**config.mk**
```make
export PLATFORM = sky130hd
export DESIGN_NAME = ps2_mouse_cursor_tracker
export DESIGN_NICKNAME = d
export VERILOG_FILES = /design/src/rtl/ps2mct_pkg.sv /design/src/rtl/ps2_mouse_cursor_tracker.sv
export SDC_FILE = /design/constraint.sdc
export NUM_CORES = 1
export LEC_CHECK = 0
export BUFFER_PORTS_ARGS = -buffer_cell sky130_fd_sc_hd__buf_4
export CELL_PAD_IN_SITES_DETAIL_PLACEMENT = 1
export CELL_PAD_IN_SITES_GLOBAL_PLACEMENT = 1
export CORE_ASPECT_RATIO = 0.8
export CORE_MARGIN = 4
export CORE_UTILIZATION = 45
export CTS_CLUSTER_DIAMETER = 150
export CTS_CLUSTER_SIZE = 25
export DETAILED_ROUTE_END_ITERATION = 8
export PLACE_DENSITY = 0.77
export SLEW_MARGIN = 20
export SYNTH_ARGS = -nofsm -noshare
export SYNTH_HDL_FRONTEND = slang
export SYNTH_SLANG_ARGS = --single-unit
```
**constraint.sdc**
```tcl
create_clock -name clk -period 4.25 [get_ports clk]
set_input_delay 0.425 -clock clk [delete_from_list [all_inputs] [get_ports clk]]
set_output_delay 0.425 -clock clk [all_outputs]
set_load 0.02 [all_outputs]
```
**src/rtl/ps2mct_pkg.sv**
```systemverilog
// Shared types and constants for the PS/2 mouse cursor tracker.
`timescale 1ns / 1ps

package ps2mct_pkg;

  // Field widths
  localparam int unsigned BYTE_W = 8;
  localparam int unsigned POS_W  = 9;
  localparam int unsigned MOVE_W = 9;
  localparam int unsigned SUM_W  = 11;
  localparam int unsigned IDX_W  = 2;

  // Status byte bit positions
  localparam int unsigned LEFT_BIT  = 0;
  localparam int unsigned RIGHT_BIT = 1;
  localparam int unsigned SYNC_BIT  = 3;
  localparam int unsigned X_SIGN    = 4;
  localparam int unsigned Y_SIGN    = 5;
  localparam int unsigned X_OVF     = 6;
  localparam int unsigned Y_OVF     = 7;

  // Register reset values
  localparam logic [POS_W-1:0] X_LIMIT_RST = 9'd314;
  localparam logic [POS_W-1:0] Y_LIMIT_RST = 9'd234;
  localparam logic [POS_W-1:0] X_HOME_RST  = 9'd160;
  localparam logic [POS_W-1:0] Y_HOME_RST  = 9'd120;

  // Configuration register indexes
  localparam logic [IDX_W-1:0] REG_X_LIMIT = 2'd0;
  localparam logic [IDX_W-1:0] REG_Y_LIMIT = 2'd1;
  localparam logic [IDX_W-1:0] REG_X_HOME  = 2'd2;
  localparam logic [IDX_W-1:0] REG_Y_HOME  = 2'd3;

  // Packet framing phase: which byte of the packet comes next
  typedef enum logic [1:0] {
    PH_STATUS = 2'd0,
    PH_XMOVE  = 2'd1,
    PH_YMOVE  = 2'd2
  } pkt_phase_t;

endpackage

```
**src/rtl/ps2_mouse_cursor_tracker.sv**
```systemverilog
// PS/2 mouse packet decoder and clamped cursor tracker (top level).
`timescale 1ns / 1ps
// Data path: a transferred byte lands in the input register; a packet's result is loaded
//   from there into the output register, which drives out_valid, once the third byte is
//   in the input register and the output register is free or being taken.
// Throughput: one byte per cycle; the input register stalls only when a finished packet
//   meets an output register that is still full and not being taken.
// Reset (rst_n low, synchronous): framing to the status byte, pipeline emptied,
//   limits to 314/234 and cursor to the home position 160/120.

module ps2_mouse_cursor_tracker (
  input  logic                             clk,
  input  logic                             rst_n,
  input  logic                             in_valid,
  output logic                             in_ready,
  input  logic [ps2mct_pkg::BYTE_W-1:0]    in_rx_byte,
  output logic                             out_valid,
  input  logic                             out_ready,
  output logic [ps2mct_pkg::POS_W-1:0]     out_cursor_x,
  output logic [ps2mct_pkg::POS_W-1:0]     out_cursor_y,
  output logic signed [ps2mct_pkg::MOVE_W-1:0] out_move_x,
  output logic signed [ps2mct_pkg::MOVE_W-1:0] out_move_y,
  output logic                             out_left_button,
  output logic                             out_right_button,
  input  logic                             cfg_valid,
  output logic                             cfg_ready,
  input  logic [ps2mct_pkg::IDX_W-1:0]     cfg_index,
  input  logic [ps2mct_pkg::POS_W-1:0]     cfg_data
);

  import ps2mct_pkg::*;

  // Configuration registers
  logic [POS_W-1:0] x_limit_r, y_limit_r;

  // Input register
  logic              s1_valid_r;
  logic [BYTE_W-1:0] s1_byte_r;

  // Packet state
  pkt_phase_t        phase_r, phase_nxt;
  logic [BYTE_W-1:0] status_r, status_nxt;
  logic [BYTE_W-1:0] xbyte_r, xbyte_nxt;
  logic [POS_W-1:0]  pos_x_r, pos_x_nxt;
  logic [POS_W-1:0]  pos_y_r, pos_y_nxt;

  // Output register
  logic                     out_valid_r;
  logic [POS_W-1:0]         out_cursor_x_r, out_cursor_y_r;
  logic signed [MOVE_W-1:0] out_move_x_r, out_move_y_r;
  logic                     out_left_r, out_right_r;

  // Handshake control
  logic out_free;
  logic s1_result;
  logic s1_go;
  logic in_xfer;
  logic cfg_xfer;

  // Datapath
  logic signed [MOVE_W-1:0] move_x, move_y;
  logic signed [SUM_W-1:0]  sum_x, sum_y;
  logic [POS_W-1:0]         clamp_x, clamp_y;

  assign cfg_ready = 1'b1;
  assign cfg_xfer  = cfg_valid & cfg_ready;

  // Pipeline control: a non-final byte never waits on the output side
  assign out_free  = !out_valid_r || out_ready;
  assign s1_result = (phase_r == PH_YMOVE);
  assign s1_go     = s1_valid_r && (!s1_result || out_free);
  assign in_ready  = !s1_valid_r || s1_go;
  assign in_xfer   = in_valid && in_ready;

  // Hold the received byte
  always_ff @(posedge clk) begin
    if (!rst_n) begin
      s1_valid_r <= 1'b0;
    end else if (in_ready) begin
      s1_valid_r <= in_valid;
    end
  end

  always_ff @(posedge clk) begin
    if (in_xfer) begin
      s1_byte_r <= in_rx_byte;
    end
  end

  // Framing next state
  always_comb begin
    phase_nxt = phase_r;
    if (s1_go) begin
      unique case (phase_r)
        PH_XMOVE: phase_nxt = PH_YMOVE;
        PH_YMOVE: phase_nxt = PH_STATUS;
        default:  phase_nxt = s1_byte_r[SYNC_BIT] ? PH_XMOVE : PH_STATUS;
      endcase
    end
  end

  // Sign-extend and overflow-zero the movements
  always_comb begin
    move_x = status_r[X_OVF] ? '0 : $signed({status_r[X_SIGN], xbyte_r});
    move_y = status_r[Y_OVF] ? '0 : $signed({status_r[Y_SIGN], s1_byte_r});
    sum_x  = $signed({2'b00, pos_x_r}) + $signed({{(SUM_W-MOVE_W){move_x[MOVE_W-1]}}, move_x});
    sum_y  = $signed({2'b00, pos_y_r}) - $signed({{(SUM_W-MOVE_W){move_y[MOVE_W-1]}}, move_y});
  end

  // Clamp each axis to 0..limit
  always_comb begin
    if (sum_x[SUM_W-1]) begin
      clamp_x = '0;
    end else if (sum_x > $signed({2'b00, x_limit_r})) begin
      clamp_x = x_limit_r;
    end else begin
      clamp_x = sum_x[POS_W-1:0];
    end
    if (sum_y[SUM_W-1]) begin
      clamp_y = '0;
    end else if (sum_y > $signed({2'b00, y_limit_r})) begin
      clamp_y = y_limit_r;
    end else begin
      clamp_y = sum_y[POS_W-1:0];
    end
  end

  // Capture packet bytes and update the cursor; a home write moves the cursor
  always_comb begin
    status_nxt = status_r;
    xbyte_nxt  = xbyte_r;
    pos_x_nxt  = pos_x_r;
    pos_y_nxt  = pos_y_r;
    if (s1_go) begin
      case (phase_r)
        PH_XMOVE: xbyte_nxt = s1_byte_r;
        PH_YMOVE: begin
          pos_x_nxt = clamp_x;
          pos_y_nxt = clamp_y;
        end
        default: begin
          if (s1_byte_r[SYNC_BIT]) begin
            status_nxt = s1_byte_r;
          end
        end
      endcase
    end
    if (cfg_xfer && cfg_index == REG_X_HOME) begin
      pos_x_nxt = cfg_data;
    end
    if (cfg_xfer && cfg_index == REG_Y_HOME) begin
      pos_y_nxt = cfg_data;
    end
  end

  always_ff @(posedge clk) begin
    if (!rst_n) begin
      phase_r  <= PH_STATUS;
      status_r <= '0;
      xbyte_r  <= '0;
      pos_x_r  <= X_HOME_RST;
      pos_y_r  <= Y_HOME_RST;
    end else begin
      phase_r  <= phase_nxt;
      status_r <= status_nxt;
      xbyte_r  <= xbyte_nxt;
      pos_x_r  <= pos_x_nxt;
      pos_y_r  <= pos_y_nxt;
    end
  end

  // Configuration writes; a home write only moves the cursor, in the packet state above
  always_ff @(posedge clk) begin
    if (!rst_n) begin
      x_limit_r <= X_LIMIT_RST;
      y_limit_r <= Y_LIMIT_RST;
    end else if (cfg_xfer) begin
      unique case (cfg_index)
        REG_X_LIMIT: x_limit_r <= cfg_data;
        REG_Y_LIMIT: y_limit_r <= cfg_data;
        default:     ;
      endcase
    end
  end

  // Output register: load a finished packet, drop valid once taken
  always_ff @(posedge clk) begin
    if (!rst_n) begin
      out_valid_r <= 1'b0;
    end else if (s1_go && s1_result) begin
      out_valid_r <= 1'b1;
    end else if (out_ready) begin
      out_valid_r <= 1'b0;
    end
  end

  always_ff @(posedge clk) begin
    if (s1_go && s1_result) begin
      out_cursor_x_r <= clamp_x;
      out_cursor_y_r <= clamp_y;
      out_move_x_r   <= move_x;
      out_move_y_r   <= move_y;
      out_left_r     <= status_r[LEFT_BIT];
      out_right_r    <= status_r[RIGHT_BIT];
    end
  end

  assign out_valid        = out_valid_r;
  assign out_cursor_x     = out_cursor_x_r;
  assign out_cursor_y     = out_cursor_y_r;
  assign out_move_x       = out_move_x_r;
  assign out_move_y       = out_move_y_r;
  assign out_left_button  = out_left_r;
  assign out_right_button = out_right_r;

`ifndef SYNTHESIS
  // A finished packet always reaches the output register
  assert property (@(posedge clk) disable iff (!rst_n)
    s1_go && s1_result |=> out_valid_r)
    else $error("finished packet not loaded into output register");

  // Status and X bytes never stall the input
  assert property (@(posedge clk) disable iff (!rst_n)
    s1_valid_r && !s1_result |-> in_ready)
    else $error("non-final byte stalled the input");

  // A finished packet waits while the output register is held
  assert property (@(posedge clk) disable iff (!rst_n)
    s1_valid_r && s1_result && out_valid_r && !out_ready |-> !in_ready && !s1_go)
    else $error("packet overwrote a pending result");

  // Framing advances only on a consumed byte
  assert property (@(posedge clk) disable iff (!rst_n)
    !s1_go && !cfg_xfer |=> phase_r == $past(phase_r) && pos_x_r == $past(pos_x_r))
    else $error("packet state changed without a byte");
`endif

endmodule

```
Yosys cells after proc, flatten, opt, wreduce, memory -nomap -nowiden
Cells that the tools add are included.

Add/sub/neg operators: 2. Magnitude comparators: 2. Equality and inequality tests: 5. Mux-type cells: 16. Bitwise operators: 1. Reduce and logical (&&, ||, !) cells: 24.

Operator list (count): two-way mux 9 bit (12); greater-than comparator 11 x 10 -> 1 bit (2); adder 10 x 9 -> 11 bit (1); subtractor 10 x 9 -> 11 bit (1); AND reduction 2 bit (5); nonzero test 2 bit (5); equality test 2 bit, second input constant (3); logical AND 1 bit (5); equality test 2 x 1 -> 1 bit, second input constant (2); one-hot mux 2 bit (2 select lines) (1); zero test 1 bit (3); logical OR 1 bit (3); two-way mux 1 bit (3); AND reduction 3 bit (1); zero test 2 bit (1); OR reduction 2 bit (1); NOT 1 bit (1).

Register bits after elaboration: 102. Input port bits: 24. Output and inout port bits: 41. Word-level logic and storage cells: 66.

Logic depth before layout (Yosys ltp)
Word-level depth: 8. Depth in mapped cells: 17. Mapped depth without buffers: 16.

Worst setup path after synthesis
Ideal clock, no wire load.

Path kind: reg2reg. Start: register s1_byte_r[0]. End: register pos_y_r[7]. Setup time: 0.070 ns. Arrival: 3.588 ns. Data required time: 4.180 ns. Setup slack: 0.592 ns. Stages on the path, launching flop included: 18. Buffers on the path: 1. Clock period less this slack: 3.658 ns. Path through: edfxtp_1 -> nor2b_1 -> ha_1 -> inv_1 -> fa_1 -> a211oi_1 -> o21ai_1 -> a31o_2 -> xnor2_1 -> ha_1 -> nand4_1 -> nor2_1 -> a221o_1 -> a222oi_1 -> buf_4 -> mux2i_1 -> or3_1 -> a21oi_1.

Cells in the longest elaborated chain, start to end: 8.

RTL lines: start: declaration (RTL line ps2_mouse_cursor_tracker.sv:38) `logic [BYTE_W-1:0] s1_byte_r;`; start signal: assignment (RTL line ps2_mouse_cursor_tracker.sv:86) `s1_byte_r <= in_rx_byte;`; two-way mux 9 bit * (RTL line ps2_mouse_cursor_tracker.sv:105) `move_y = status_r[Y_OVF] ? '0 : $signed({status_r[Y_SIGN], s1_byte_r});`; named net move_y[0] (RTL line ps2_mouse_cursor_tracker.sv:61) `logic signed [MOVE_W-1:0] move_x, move_y;`; subtractor 10 x 9 -> 11 bit * (RTL line ps2_mouse_cursor_tracker.sv:107) `sum_y = $signed({2'b00, pos_y_r}) - $signed({{(SUM_W-MOVE_W){move_y[MOVE_W-1]}}, move_y});`; greater-than comparator 11 x 10 -> 1 bit (RTL line ps2_mouse_cursor_tracker.sv:121) `end else if (sum_y > $signed({2'b00, y_limit_r})) begin`; two-way mux 9 bit (RTL line ps2_mouse_cursor_tracker.sv:121); two-way mux 9 bit * (RTL line ps2_mouse_cursor_tracker.sv:119) `if (sum_y[SUM_W-1]) begin`; two-way mux 9 bit * (RTL line ps2_mouse_cursor_tracker.sv:135) `case (phase_r)`; two-way mux 9 bit * (RTL line ps2_mouse_cursor_tracker.sv:134) `if (s1_go) begin`; two-way mux 9 bit * (RTL line ps2_mouse_cursor_tracker.sv:151) `if (cfg_xfer && cfg_index == REG_Y_HOME) begin`; end signal: assignment (RTL line ps2_mouse_cursor_tracker.sv:168) `pos_y_r <= pos_y_nxt;`; end: declaration (RTL line ps2_mouse_cursor_tracker.sv:45) `logic [POS_W-1:0] pos_y_r, pos_y_nxt;`.

Mark *: on every way through the listed nets, which the timed path passes. The rest lies on a longest branch. The select of a mux whose other input is x is not followed. A chain may end at the register's enable or synchronous reset.

Final worst setup path
Start: register status_r[7]. End: register pos_y_r[1].

Cells in the longest elaborated chain, start to end: 8.

RTL lines: start: declaration (RTL line ps2_mouse_cursor_tracker.sv:42) `logic [BYTE_W-1:0] status_r, status_nxt;`; start signal: assignment (RTL line ps2_mouse_cursor_tracker.sv:165) `status_r <= status_nxt;`; two-way mux 9 bit * (RTL line ps2_mouse_cursor_tracker.sv:105); subtractor 10 x 9 -> 11 bit * (RTL line ps2_mouse_cursor_tracker.sv:107); greater-than comparator 11 x 10 -> 1 bit (RTL line ps2_mouse_cursor_tracker.sv:121); two-way mux 9 bit (RTL line ps2_mouse_cursor_tracker.sv:121); two-way mux 9 bit * (RTL line ps2_mouse_cursor_tracker.sv:119); two-way mux 9 bit * (RTL line ps2_mouse_cursor_tracker.sv:135); two-way mux 9 bit * (RTL line ps2_mouse_cursor_tracker.sv:134); two-way mux 9 bit * (RTL line ps2_mouse_cursor_tracker.sv:151).

Every way passes the cells marked *; elsewhere a longest branch is shown, timed or not. The select of a mux whose other input is x is not followed.

==> summary.txt <==
Run status
  – Outcome: complete, no violations

Floorplan
  – # IOs: 65
  – Row cnt: 35
  – Die height: 105 um
  – Die width: 129 um
  – Starting Density: 46.1%
  – Core region area: 0.0115 sq mm
  – Die area: 0.0136 sq mm

Yosys
  – Synth Area in Adders: 10.2%
  – Synth Flop Type: dfxtp_1
  – Mapped Area: 0.00531 sq mm
  – Synth Net Count: 604
  – Area share of the largest cell type after synthesis: 26.0%
  – #FFs+latches synth: 100
  – Largest family of logic cells by synthesized area: compound AO/OA/AOI/OAI gates
  – Post-synthesis compound-gate area fraction: 15.7%
  – Syn avg cell area: 9.88 sq um
  – Post-Syn Instances: 538
  – Mux share of post-synthesis cell area: 6.22%
  – Number of synthesized flops with an enable pin: 46
  – Simple-Gate Fraction of Synth Area: 14.8%
  – Count of different cell masters after synthesis: 49
  – Synth area leader: edfxtp_1
  – Seq/Total Area, Yosys: 46.3%
  – Top cells by area, synth: edfxtp_1, dfxtp_1, ha_1, mux2i_1, nor2b_1
  – Post-Synth XOR/XNOR Area: 2.47%
  – Synth warn: 0
  – Async SR Flop Fraction: 0%

Placement
  – Count of input and output buffers: 63
  – Gp weighted congestion: 0.911
  – Placed cell areas: 0.00595 sq mm
  – Post-DP HPWL: 11.5 mm

Clock tree
  – H-tree depth: 3
  – CTS tree: done
  – Root Buffer: clkbuf_16
  – Clock Path Buffers: 2
  – Post-CTS Hold Buffers: 0
  – Num CTS Buffers: 9
  – Worst-skew pair later-pin latency: 0.35 ns
  – Clock tree sinks: 100
  – Worst-path clk slew: 0.07 ns

Finish
  – Filler Cells Inserted: 1,294
  – NumNets Final: 671
  – Ant. Diodes: 0
  – Post-route cell area: 0.00634 sq mm
  – Layout cells sized above 1: 18.2%
  – Area growth syn-to-layout: 19.2%

Detailed routing
  – Vias: 4,329
  – Initial drt markers: 310
  – Vias/cell: 5.71
  – Total Wirelength: 15.5 mm
  – Detailed Routing Iterations Pass 1: 5
  – Antenna Nets Post-Route: 0
  – Avg WL per Cell: 20.4 um
  – DR DRC count: 0

STA
  – RSZ-0062 raised after global routing: yes
  – Final min period: 4.14 ns
  – Worst slew pin tran: 1.11 ns
  – Slew Limit Fails: 0
  – Max_slew headroom: 25.5%
  – Fmax: 242 MHz
  – Final hold slack: 0.253 ns
  – Setup-failing EPs final: 0
  – Sum Neg Setup Slack: 0 ns
  – Final clock period utilization by the worst path: 97.3%
  – Hold Fails Final Rpt: 0
  – Skew final: 0.00770 ns

Power
  – VDD IR-drop max: 0.000223 V
  – Switching share of power: 28.4%
  – Combinational Power Share: 20.0%
  – Flop pwr share: 46.7%
  – Net Switching: 0.000648 W
  – Clock share of power: 33.3%
  – Pint: 0.00163 W
  – Leakage: 2.71 nW
  – Pwr Density: 359 mW/mm^2

Global route
  – Largest net degree at the start of global routing: 48
  – Initial antenna violation count: 0
  – Gr ovfl total: 0
  – First-pass GRT wire length: 24.5 mm
  – Tot GR Track Use: 23.4%
  – Number of global-route vias before repair: 4,462

Setup path
  – Peak fanout along the critical path: 10
  – Req. time, crit path: 4.54 ns
  – Crit path capture: pos_y_r[1]$_SDFFE_PN0P_
  – R2R cell count: 15
  – Worst R2R Start: status_r[7]$_SDFFE_PN0P_
  – Critical path arrival: 4.42 ns
  – CP Class: reg -> reg
  – Nature of the critical path endpoint: register
  – Worst setup startpoint: status_r[7]$_SDFFE_PN0P_
  – R2r setup slk: 0.11 ns
  – Reg-to-Reg End: pos_y_r[1]$_SDFFE_PN0P_
  – Crit start category: register

Flow run
  – Number of max-cap violations: 0

Min path
  – Hold Path Class: in -> reg
registers in the layout, indices dropped and copies added, names as in the netlist:
register / count
out_cursor_x: 9
out_move_x: 9
phase_r: 2
pos_x_r: 9
xbyte_r: 8
out_left_button: 1
out_valid: 1
x_limit_r: 9
s1_byte_r: 8
s1_valid_r: 1
out_move_y: 9
status_r: 6
y_limit_r: 9
out_right_button: 1
pos_y_r: 9
out_cursor_y: 9
power by group through the flow:
stage	clock (W)	sequential [W]	combinational (W)
2_1_floorplan	0	0.00107	0.000290
3_3_place_gp	0	0.00108	0.000399
3_5_place_dp	0	0.00108	0.000414
4_1_cts	0.000768	0.00106	0.000433
5_1_grt	0.000809	0.00107	0.000498
6_report	0.000759	0.00106	0.000455
metrics by stage:
step	utilization, %	setup WS [ns]	power [W]	instances
final	55.0	0.115	0.00228	758
after global routing	55.0	-0.0555	0.00237	758
after CTS	54.3	0.0116	0.00226	756
after detailed placement	51.7	-0.261	0.00150	739
after global placement	51.7	-0.148	0.00148	739
after floorplan	-	0.592	0.00136	538
cell usage after synthesis, types with 2 or more instances:
master     instances
o21a_1             7
nand4_1            4
nor3_1             7
nand2_1           46
a211oi_1           4
or2_2              2
o21ai_1            2
nand3_1            7
o211ai_1          12
or3_1              9
o22ai_1            3
a21oi_1           35
a21o_1             5
nand2b_1          11
ha_1              40
a22oi_1            7
clkbuf_1          13
xnor2_1           13
buf_2              3
dfxtp_1           54
o21bai_1           2
o21ai_0           26
o2111ai_1          2
a211o_1            2
a21boi_0          11
fa_1               2
mux2i_1           33
a31oi_1            2
buf_4              2
nor2_1            37
xor2_1             2
nor2b_1           30
inv_1             39
and3_1             3
a211oi_2           2
edfxtp_1          46
metal layers:
layer / up-vias / part of all wire, % / wire [um] / track usage [%]
met2: 117 / 44 / 6860 / 35.8
met4: 0 / 1.4 / 210 / 5.71
met3: 18 / 5.4 / 832 / 3.78
li1: 2050 / - / - / -
met5: - / 0 / 0 / 0
met1: 2144 / 49 / 7550 / 34.7
worst min path at each step:
stage                                  start  slack (ns)                         end  cells after the start
floorplan           status_r[0]$_SDFFE_PN0P_        0.41   out_left_button$_DFFE_PP_                      0
global placement    status_r[1]$_SDFFE_PN0P_        0.41  out_right_button$_DFFE_PP_                      0
detailed placement  status_r[0]$_SDFFE_PN0P_        0.44   out_left_button$_DFFE_PP_                      0
CTS                            in_rx_byte[7]        0.24      s1_byte_r[7]$_DFFE_PP_                      1
global route                   in_rx_byte[4]        0.24      s1_byte_r[4]$_DFFE_PP_                      1
finish                         in_rx_byte[7]        0.25      s1_byte_r[7]$_DFFE_PP_                      1
cells in the final DEF (no fill, tap or decap), drive strengths merged, types with 2 or more instances in the layout:
cell type  count
a211o          2
a211oi         6
a21boi        11
a21o           5
a21oi         36
a22oi          7
a31oi          2
and2           2
and3           3
buf           74
clkbuf        12
clkinv         2
clkinvlp       3
dfxtp         54
edfxtp        46
fa             2
ha            40
inv           38
mux2i         33
nand2         46
nand2b        11
nand3          7
nand4          4
nor2          37
nor2b         30
nor3           7
o2111ai        2
o211ai        12
o21a           7
o21ai         28
o21bai         2
o22ai          3
or2            2
or3            9
xnor2         13
xor2           2
cells by family after synthesis:
kind of cell,after synthesis
and+or+nand+nor,161
AOI/OAI and AO/OA,129
DFF,100
buffers and inverters,57
adders and majority gates,42
muxes,33
xor gates and xnor gates,15
other,1
final cells by class:
class	count	area, sq um	area share, %
tap	148	185	2.92
clock buffer	12	236	3.73
sequential	100	2470	38.9
clock inverter	4	26.3	0.415
inverter	39	146	2.31
timing repair buffer	74	556	8.77
multi-input combinational	381	2720	42.9
critical path, cell delays in order (launching register included):
cell      delay (ns)
dfxtp_4         0.38
nand2b_2        0.23
ha_1            0.29
nor2b_1         0.16
o2111a_1        0.27
nor3_2          0.30
xnor2_2         0.20
ha_1            0.30
o21ai_0         0.18
o21ai_1         0.08
a221o_1         0.38
a222oi_1        0.42
buf_4           0.28
mux2i_1         0.11
or3_1           0.35
a21oi_2         0.14
repair_timing:
item,CTS,global route
pin swaps,3,10
endpoints found under the setup margin,18,32
setup buffers,1,3
resized for setup,7,16
(Power assumes the default switching activity.)
